--- config.mk ---
export PLATFORM = sky130hd
export DESIGN_NAME = slew_limited_joint_angle_pose_blend_unit
export DESIGN_NICKNAME = d
export VERILOG_FILES = /design/src/sv/slbl_pkg.sv /design/src/sv/slbl_pose_state.sv /design/src/sv/slbl_track.sv /design/src/sv/slew_limited_joint_angle_pose_blend_unit.sv
export SDC_FILE = /design/constraint.sdc
export NUM_CORES = 2
export LEC_CHECK = 0
export ABC_AREA = 1
export BUFFER_PORTS_ARGS = -buffer_cell sky130_fd_sc_hd__buf_4
export CAP_MARGIN = 30
export CORE_ASPECT_RATIO = 1.75
export CORE_MARGIN = 10
export CORE_UTILIZATION = 29
export CTS_BUF_LIST = sky130_fd_sc_hd__clkbuf_8
export DETAILED_ROUTE_END_ITERATION = 8
export PLACE_DENSITY = 0.55
export SLEW_MARGIN = 20
export SYNTH_ARGS = -nofsm -noshare
export SYNTH_HDL_FRONTEND = slang
export SYNTH_HIERARCHICAL = 1
export SYNTH_SLANG_ARGS = --single-unit
export TNS_END_PERCENT = 1
--- constraint.sdc ---
create_clock -name i_clk -period 12.1 [get_ports i_clk]
set_input_delay 1.21 -clock i_clk [delete_from_list [all_inputs] [get_ports i_clk]]
set_output_delay 1.21 -clock i_clk [all_outputs]
set_load 0.02 [all_outputs]
--- src/sv/slbl_pkg.sv ---
// slbl_pkg: shared types and constants for the slew limited joint angle pose blend unit
// no dependencies; used by every module of the block
`default_nettype none

package slbl_pkg;

    localparam int unsigned POSE_DURATION_DEF = 16;

    localparam logic [16:0] ONE_Q16   = 17'd65536;
    localparam logic [31:0] FADE_BIAS = 32'd655;

    localparam logic CMD_TICK = 1'b0;
    localparam logic CMD_POSE = 1'b1;

    typedef struct packed {
        logic               cmd;
        logic signed [31:0] target_angle;
        logic signed [31:0] pose_angle;
        logic        [16:0] pose_weight;
        logic        [16:0] mask_weight;
    } t_in_item;

    typedef struct packed {
        logic signed [31:0] angle;
        logic               changed;
    } t_out_item;

    typedef struct packed {
        logic tick;
        logic pose;
    } t_pose_ctrl;

    function automatic logic [16:0] clamp_weight(input logic [16:0] w);
        clamp_weight = (w > ONE_Q16) ? ONE_Q16 : w;
    endfunction

endpackage

`default_nettype wire

--- src/sv/slbl_pose_state.sv ---
// slbl_pose_state: pose offset, mask weight and hold count with the fade logic
// depends on slbl_pkg
`default_nettype none

module slbl_pose_state #(
    parameter int unsigned POSE_DURATION = slbl_pkg::POSE_DURATION_DEF
) (
    input  wire logic                 i_clk,
    input  wire logic                 i_rst_n,
    input  wire slbl_pkg::t_pose_ctrl i_ctrl,
    input  wire logic signed [31:0]   i_pose_angle,
    input  wire logic        [16:0]   i_pose_weight,
    input  wire logic        [16:0]   i_mask_weight,
    output logic             [16:0]   o_tick_mask,
    output logic signed      [31:0]   o_tick_offset
);

    localparam int unsigned FADE_STEP   = 65536 / POSE_DURATION;
    localparam int unsigned FADE_FACTOR = 65536 - FADE_STEP;
    localparam logic [17:0] STEP_W      = 18'(FADE_STEP);
    localparam logic [16:0] FACTOR_W    = 17'(FADE_FACTOR);
    localparam logic [7:0]  HOLD_LOAD   = 8'(POSE_DURATION);

    logic        [16:0] r_mask;
    logic signed [31:0] r_offset;
    logic        [7:0]  r_hold;
    logic        [16:0] n_mask;
    logic signed [31:0] n_offset;
    logic        [7:0]  n_hold;

    logic        [17:0] mask_sum;
    logic        [16:0] mask_fade;
    logic        [47:0] fade_prod;
    logic        [31:0] fade_val;
    logic signed [31:0] offset_fade;
    logic               offset_pos;
    logic        [7:0]  tick_hold;
    logic        [16:0] pose_w;
    logic signed [49:0] pose_prod;

    always_comb begin
        mask_sum    = {1'b0, r_mask} + STEP_W;
        mask_fade   = (mask_sum > {1'b0, slbl_pkg::ONE_Q16}) ? slbl_pkg::ONE_Q16
                                                             : mask_sum[16:0];
        fade_prod   = 48'(r_offset[30:0]) * 48'(FACTOR_W);
        fade_val    = fade_prod[47:16];
        offset_fade = (fade_val > slbl_pkg::FADE_BIAS) ? $signed(fade_val - slbl_pkg::FADE_BIAS)
                                                       : 32'sd0;
        offset_pos  = !r_offset[31] && (r_offset != 32'sd0);

        o_tick_mask   = r_mask;
        o_tick_offset = r_offset;
        tick_hold     = r_hold;
        if (r_hold != 8'd0) begin
            tick_hold = r_hold - 8'd1;
        end else if ((r_mask < slbl_pkg::ONE_Q16) || offset_pos) begin
            o_tick_mask   = mask_fade;
            o_tick_offset = offset_pos ? offset_fade : 32'sd0;
        end
    end

    // product always fits 32 bits since the weight is at most one
    always_comb begin
        pose_w    = slbl_pkg::clamp_weight(i_pose_weight);
        pose_prod = i_pose_angle * $signed({1'b0, pose_w});
    end

    always_comb begin
        n_mask   = r_mask;
        n_offset = r_offset;
        n_hold   = r_hold;
        if (i_ctrl.pose) begin
            n_mask   = slbl_pkg::clamp_weight(i_mask_weight);
            n_offset = pose_prod[47:16];
            n_hold   = HOLD_LOAD;
        end else if (i_ctrl.tick) begin
            n_mask   = o_tick_mask;
            n_offset = o_tick_offset;
            n_hold   = tick_hold;
        end
    end

    always_ff @(posedge i_clk) begin
        if (!i_rst_n) begin
            r_mask   <= slbl_pkg::ONE_Q16;
            r_offset <= 32'sd0;
            r_hold   <= 8'd0;
        end else begin
            r_mask   <= n_mask;
            r_offset <= n_offset;
            r_hold   <= n_hold;
        end
    end

endmodule

`default_nettype wire

--- src/sv/slbl_track.sv ---
// slbl_track: slew limit, mask blend, saturation and the current angle register
// depends on slbl_pkg
`default_nettype none

module slbl_track (
    input  wire logic                 i_clk,
    input  wire logic                 i_rst_n,
    input  wire slbl_pkg::t_pose_ctrl i_ctrl,
    input  wire logic signed [31:0]   i_target_angle,
    input  wire logic        [30:0]   i_max_step,
    input  wire logic        [16:0]   i_mask,
    input  wire logic signed [31:0]   i_offset,
    output slbl_pkg::t_out_item       o_result
);

    logic signed [31:0] r_angle;
    logic signed [31:0] n_angle;

    logic signed [32:0] delta;
    logic        [32:0] mag;
    logic signed [32:0] step_up;
    logic signed [32:0] step_dn;
    logic signed [31:0] scripted;
    logic signed [49:0] blend_prod;
    logic signed [33:0] blended;
    logic signed [31:0] sat_angle;

    always_comb begin
        delta   = {i_target_angle[31], i_target_angle} - {r_angle[31], r_angle};
        mag     = delta[32] ? 33'(-delta) : 33'(delta);
        step_up = {r_angle[31], r_angle} + $signed({2'b00, i_max_step});
        step_dn = {r_angle[31], r_angle} - $signed({2'b00, i_max_step});
        // a limited step never passes the target, so 32 bits hold it
        if (mag < {2'b00, i_max_step}) begin
            scripted = i_target_angle;
        end else if (!delta[32] && (delta != 33'sd0)) begin
            scripted = step_up[31:0];
        end else begin
            scripted = step_dn[31:0];
        end

        blend_prod = scripted * $signed({1'b0, i_mask});
        blended    = blend_prod[49:16] + {{2{i_offset[31]}}, i_offset};
        if (blended[33:31] == 3'b000 || blended[33:31] == 3'b111) begin
            sat_angle = blended[31:0];
        end else if (blended[33]) begin
            sat_angle = 32'sh8000_0000;
        end else begin
            sat_angle = 32'sh7FFF_FFFF;
        end

        n_angle          = r_angle;
        o_result.angle   = r_angle;
        o_result.changed = 1'b0;
        if (i_ctrl.tick) begin
            n_angle          = sat_angle;
            o_result.angle   = sat_angle;
            o_result.changed = (sat_angle != r_angle);
        end
    end

    always_ff @(posedge i_clk) begin
        if (!i_rst_n) begin
            r_angle <= 32'sd0;
        end else begin
            r_angle <= n_angle;
        end
    end

endmodule

`default_nettype wire

--- src/sv/slew_limited_joint_angle_pose_blend_unit.sv ---
// slew_limited_joint_angle_pose_blend_unit: top level, handshakes, input and result registers
// depends on slbl_pkg, slbl_pose_state and slbl_track
//
//   channel  | direction | handshake                 | payload
//   ---------+-----------+---------------------------+------------------------------
//   in       | input     | i_in_valid / o_in_ready   | i_in_item  (slbl_pkg::t_in_item)
//   out      | output    | o_out_valid / i_out_ready | o_out_item (slbl_pkg::t_out_item)
//   cfg      | input     | i_cfg_valid / o_cfg_ready | i_cfg_data (max_step, 31 bits)
//
// one item per cycle sustained unless the result stalls; from accept to result valid
// the item sits in the input register, then one combinational pass through the
// slew, fade and blend logic updates the state and loads the result register
// synchronous active low reset; no clearing pass, ready right after reset
// a stalled result holds while one more item waits in the input register
`default_nettype none

module slew_limited_joint_angle_pose_blend_unit #(
    parameter int unsigned POSE_DURATION = slbl_pkg::POSE_DURATION_DEF
) (
    input  wire logic                i_clk,
    input  wire logic                i_rst_n,
    input  wire logic                i_in_valid,
    output logic                     o_in_ready,
    input  wire slbl_pkg::t_in_item  i_in_item,
    output logic                     o_out_valid,
    input  wire logic                i_out_ready,
    output slbl_pkg::t_out_item      o_out_item,
    input  wire logic                i_cfg_valid,
    output logic                     o_cfg_ready,
    input  wire logic         [30:0] i_cfg_data
);

    logic                r_in_valid;
    logic                n_in_valid;
    slbl_pkg::t_in_item  r_in_item;
    logic                r_out_valid;
    logic                n_out_valid;
    slbl_pkg::t_out_item r_out_item;
    logic         [30:0] r_max_step;

    logic                advance;
    slbl_pkg::t_pose_ctrl ctrl;
    logic         [16:0] tick_mask;
    logic signed  [31:0] tick_offset;
    slbl_pkg::t_out_item result;

    always_comb begin
        advance     = r_in_valid && (!r_out_valid || i_out_ready);
        o_in_ready  = !r_in_valid || advance;
        ctrl.tick   = advance && (r_in_item.cmd == slbl_pkg::CMD_TICK);
        ctrl.pose   = advance && (r_in_item.cmd == slbl_pkg::CMD_POSE);
        n_in_valid  = (i_in_valid && o_in_ready) ? 1'b1 : (advance ? 1'b0 : r_in_valid);
        n_out_valid = advance ? 1'b1 : (i_out_ready ? 1'b0 : r_out_valid);
        o_out_valid = r_out_valid;
        o_out_item  = r_out_item;
        o_cfg_ready = 1'b1;
    end

    slbl_pose_state #(
        .POSE_DURATION (POSE_DURATION)
    ) u_pose_state (
        .i_clk         (i_clk),
        .i_rst_n       (i_rst_n),
        .i_ctrl        (ctrl),
        .i_pose_angle  (r_in_item.pose_angle),
        .i_pose_weight (r_in_item.pose_weight),
        .i_mask_weight (r_in_item.mask_weight),
        .o_tick_mask   (tick_mask),
        .o_tick_offset (tick_offset)
    );

    slbl_track u_track (
        .i_clk          (i_clk),
        .i_rst_n        (i_rst_n),
        .i_ctrl         (ctrl),
        .i_target_angle (r_in_item.target_angle),
        .i_max_step     (r_max_step),
        .i_mask         (tick_mask),
        .i_offset       (tick_offset),
        .o_result       (result)
    );

    always_ff @(posedge i_clk) begin
        if (!i_rst_n) begin
            r_in_valid  <= 1'b0;
            r_out_valid <= 1'b0;
            r_max_step  <= 31'd0;
        end else begin
            r_in_valid  <= n_in_valid;
            r_out_valid <= n_out_valid;
            if (i_cfg_valid && o_cfg_ready) begin
                r_max_step <= i_cfg_data;
            end
        end
    end

    always_ff @(posedge i_clk) begin
        if (i_in_valid && o_in_ready) begin
            r_in_item <= i_in_item;
        end
        if (advance) begin
            r_out_item <= result;
        end
    end

endmodule

`default_nettype wire

* Word-level counts from Yosys, hierarchy flattened *
Cells that the tools add are included.

storage, ports and cells
  register bits = 254
  bits of input ports = 135
  output and inout bits = 36
  word-level logic and storage cells = 87

operators by class
  add/subtract/negate cells = 8
  multiply operators = 3
  magnitude comparators = 6
  eq/ne operators = 2
  muxes and demuxes = 26
  bitwise logic cells = 2
  reduce and logical (&&, ||, !) cells = 25

operators by type and width
  cell                    count
  $mux 32                 10
  $mux 17                 7
  $mux 33                 2
  $mul 32x18->50          1
  $mul 32x18->48          1
  $mul 31x4->35 const B   1
  $add 34x34->34          1
  $gt 17x17->1 const B    2
  $lt 33x31->1            1
  $neg 33->33             1
  $reduce_bool 33->1      1
  $sub 32x32->33          1
  $add 32x32->32          1
  $ne 32x32->1            1
  $reduce_bool 32->1      1
  $sub 31x10->32 const B  1
  $sub 32x32->32          1
  $gt 31x10->1 const B    1
  $add 17x13->18 const B  1
  $gt 18x17->1 const B    1
  $lt 17x17->1 const B    1
  $mux 5                  3
  $reduce_bool 2->1       4
  $reduce_bool 8->1       1
  10 further kinds        26

* Logic depth before layout (Yosys ltp) *
  word-level depth = 12
  mapped depth = 87
  gate-level depth less buffers = 85

* Modules after synthesis *
Netlist, hierarchy kept.

modules (own cells, without submodules)
  module                                    times used  cells an instance  area each (µm²)
  slbl_track                                1           4,249              30,332.8
  slbl_pose_state                           1           3,851              27,802.9
  slew_limited_joint_angle_pose_blend_unit  1           285                5,143.7

* Worst setup path before layout *
Ideal clock, no wire load.

  path type = reg2reg
  from = reg r_in_item[74] (netlist bit)
  to = reg r_out_item, in the netlist o_out_item[0], data pin
  library setup time = 0.266 ns
  arrival = 12.965 ns
  data required time = 11.834 ns
  setup slack = -1.131 ns
  cell stages (with the launch flop) = 82
  clock period less this slack = 13.231 ns
  cells stage by stage = edfxtp_1 ha_1 nand2_1 inv_1 a21oi_2 nor2_1 nor2_1 nand2_2 nand2_1 nand2_1 nand2_1 nand2_1 nor2_1 inv_1 nor3_1 nand4_1 nand2_1 clkbuf_1 [... 46 more ...] a21oi_1 a211oi_1 o21ai_0 a21oi_1 nand3_1 inv_1 nand3_1 nand3_1 clkbuf_1 nand2_1 nand3_1 nand2_1 nor2_1 nand2_1 nor2_1 nand2_1 nor2_1 nor2_1

between the ends
  cells in the longest elaborated chain, start to end = 11
  elaborated cells between the ends (all ways) = 17

RTL lines
  element                                               RTL line                                         RTL
  start, declared                                       slew_limited_joint_angle_pose_blend_unit.sv:35   slbl_pkg::t_in_item r_in_item;
  start signal, assigned                                slew_limited_joint_angle_pose_blend_unit.sv:99   r_in_item <= i_in_item;
  $sub 32x32->33                                        slbl_track.sv:29                                 delta = {i_target_angle[31], i_target_angle} - {r_angle[31], r_angle};
  $neg 33->33 (tied with other cells)                   slbl_track.sv:30                                 mag = delta[32] ? 33'(-delta) : 33'(delta);
  $mux 33 / $logic_and 1x1->1 (equally long branches)   slbl_track.sv:30, slbl_track.sv:36
  $lt 33x31->1 / $mux 32 (equally long branches)        slbl_track.sv:34, slbl_track.sv:36
  $mux 32 (*)                                           slbl_track.sv:34                                 if (mag < {2'b00, i_max_step}) begin
  $mul 32x18->50 (*)                                    slbl_track.sv:42                                 blend_prod = scripted * $signed({1'b0, i_mask});
  $add 34x34->34 (*)                                    slbl_track.sv:43                                 blended = blend_prod[49:16] + {{2{i_offset[31]}}, i_offset};
  $eq 3x3->1 / $logic_not 3->1 (equally long branches)  slbl_track.sv:44                                 if (blended[33:31] == 3'b000 || blended[33:31] == 3'b111) begin
  $logic_or 1x1->1                                      slbl_track.sv:44
  $mux 32 (*)                                           slbl_track.sv:44
  $ne 32x32->1 (*)                                      slbl_track.sv:58                                 o_result.changed = (sat_angle != r_angle);
  end signal, assigned                                  slew_limited_joint_angle_pose_blend_unit.sv:102  r_out_item <= result;
  end, declared                                         slew_limited_joint_angle_pose_blend_unit.sv:38   slbl_pkg::t_out_item r_out_item;

Mark *: on every way between the ends. The rest lies on a longest branch, timed or not.
A chain may end at the register's enable or synchronous reset.

==> flow_metrics.tcl <==
set metrics [dict create \
    status "finished, violations left" \
    violations "negative setup slack" \
    tns_ns -55.16 \
    end_kind "flip-flop" \
    core.rowCount 226 \
    grt_usage 0.233 \
    routedWlPerCell_um 22.9 \
    fin_crit_ns 13.33 \
    cts.reportedPaths.clkPinSlew_ns 0.06 \
    reg2reg_depth 78 \
    synth_area_um2 63300 \
    syn_nets 10000 \
    hold_class "flip-flop to flip-flop" \
    port_buffers 169 \
    ys_warn_count 6 \
    die_area_um2 238000 \
    synth_largest_area_cell "fa_1" \
    place_ws_ns -2.49 \
    path_max_fanout 10 \
    synthArstFlopShare 0 \
    drive_gt1_frac 0.227 \
    hpwlAfterDp_mm 240 \
    die_w_um 373 \
    holdWs_ns 0.478 \
    chipHeight_um 638 \
    io_pins 171 \
    ys_top_cells_by_area "fa_1 (34%), inv_1 (11%), nand2_1 (8.9%), ha_1 (8.2%), nor2_1 (6.3%)" \
    antenna_found_initial 11 \
    crit_path_max_incr_delay_ns 0.57 \
    cts_tree "built" \
    nNetsFinal 11200 \
    syn_inst 8385 \
    fin_skew_ns 0.0866 \
    drt_iter0_markers 3522 \
    drt-pass1-iter-count 6 \
    cts_buffer_depth 3 \
    clock_sinks 254 \
    cp_slowest_cell "fa_1" \
    post-synth-top-count-cell "inv_1" \
    worst_slack_ns -1.23 \
    syn_area_per_cell_um2 7.55 \
    tightestPinTransition_ns 0.987 \
    rsz0062_at_grt "yes" \
    finalHoldViolCount 0 \
    r2r_setup_slack_ns -1.23 \
    critPathLaunchType "flip-flop" \
    grt_pass1_vias 67000 \
    clockRootBuffer "clkbuf_8" \
    start_util 0.292 \
    cp.required_ns 12.57 \
    drv_cap 0 \
    ys_top_cells_by_count "inv_1 (1,934), nand2_1 (1,507), fa_1 (1,087)" \
    ys_seq_area_frac 0.101 \
    synth-edff-count 132 \
    whs_path_depth 2 \
    cp.arrival_ns 13.81 \
    fin_crit_sh 1.10 \
    num_vias 61500 \
    areaGrowthSynthToFinish_pct 27.6 \
    core_area_um2 217000 \
    synth_seq_cells 254 \
    cp_common_cell "nand2_1" \
    crit_type "flip-flop to flip-flop" \
    htree_levels 2 \
    max_freq_mhz 75.0 \
    finalSetupViolations 65 \
    grt_pass1_wl_mm 415 \
    final_max_slew_viol_count 0 \
    drc 0 \
    routed_wirelength_mm 284 \
    worstSkewPairLatency_ns 0.82 \
    gp_congestion 1.04 \
    ant_nets 0 \
    slew_headroom 0.335 \
    grt_max_degree 52 \
    synth.top_cell.area_share 0.344 \
    grt.overflow.total 0 \
    cts-buffers-inserted 52 \
    vias_per_cell 4.95 \
    ys.flop_type "edfxtp_1" \
    post_synth_num_cell_types 68 \
]
==> state kept, by name, indices dropped and copies added (netlist names) <==
register               cells
o_out_valid                1
o_out_item                33
r_max_step                31
u_pose_state/r_mask       17
r_in_valid                 1
u_pose_state/r_offset     32
u_track/r_angle           32
r_in_item                 99
u_pose_state/r_hold        8
==> area by class of cell <==
cell class	instances	area, µm²
Antenna cell	6	15.0
Clock inverter	40	423
Inverter	1983	7460
Clock buffer	58	798
Multi-Input combinational cell	5885	51100
Fill cell	22700	136000
Timing Repair Buffer	1351	11000
Tap cell	2850	3570
Sequential cell	254	6410
==> cell families after synthesis <==
family | after synthesis | synth area share
simple gates | 3152 | 0.206
buf+inv | 2248 | 0.136
other cells | 1 | 0.0000593
flops | 254 | 0.101
fa+ha+maj | 1501 | 0.426
xor+xnor | 197 | 0.0276
compound gates | 1032 | 0.104
==> per-stage QoR <==
stage | utilization | instance area [µm²] | instances
after floorplan | - | 63500 | 8385
after global placement | 0.348 | 75500 | 12200
after detailed placement | 0.349 | 75600 | 12200
after CTS | 0.363 | 78700 | 12400
after global routing | 0.372 | 80700 | 12400
final | 0.372 | 80800 | 12400
==> final timing paths <==
| path | start | end |
|---|---|---|
| worst max register to register | u_track/r_angle[21]$_SDFFE_PN0P_ | o_out_item[2]$_DFFE_PP_ |
| worst max-delay path | u_track/r_angle[21]$_SDFFE_PN0P_ | o_out_item[2]$_DFFE_PP_ |
| worst min register to register | r_in_valid$_SDFFE_PN0P_ | o_out_valid$_SDFFE_PN0P_ |
| worst min-delay path | r_in_valid$_SDFFE_PN0P_ | o_out_valid$_SDFFE_PN0P_ |
==> layer usage <==
| metal | routed length [µm] | part of all wire | global-route usage | up-vias |
|---|---|---|---|---|
| met5 | 50 | 0.00018 | 0 | - |
| met4 | 35600 | 0.13 | 0.232 | 8 |
| met3 | 12600 | 0.044 | 0.0330 | 1137 |
| met2 | 149000 | 0.52 | 0.441 | 2184 |
| met1 | 87400 | 0.31 | 0.207 | 30200 |
| li1 | - | - | - | 27900 |
==> critical path: cells and delay by family, from the launching register on <==
kind,cells,cell delay (ns)
adders and majority gates,10,4.30
buffers and inverters,18,2.24
DFF,1,0.35
and+or+nand+nor,33,3.58
xor gates and xnor gates,3,0.53
AOI/OAI and AO/OA,14,2.00
==> placed cells by master (no fill, tap or decap), types with 167 or more instances in the layout <==
master	netlist	layout
fa_1	1087	1043
a21oi_1	340	260
o21ai_0	221	167
o211ai_1	246	246
ha_1	414	346
nor2_1	1063	986
nand3_1	297	268
inv_1	1934	1900
nand2_1	1507	1391
buf_4	6	1262
==> timing repair <==
action | in CTS | in global routing
buffers inserted | 54 | 45
cloned | 5 | 5
hold buffers | 0 | 0
gates resized for setup | 331 | 363
setup endpoints to repair | 65 | 65
pin swaps | 107 | 211
Power is not shown: default switching activity piles up to over one toggle a cycle in this logic, so the estimate is an artifact.
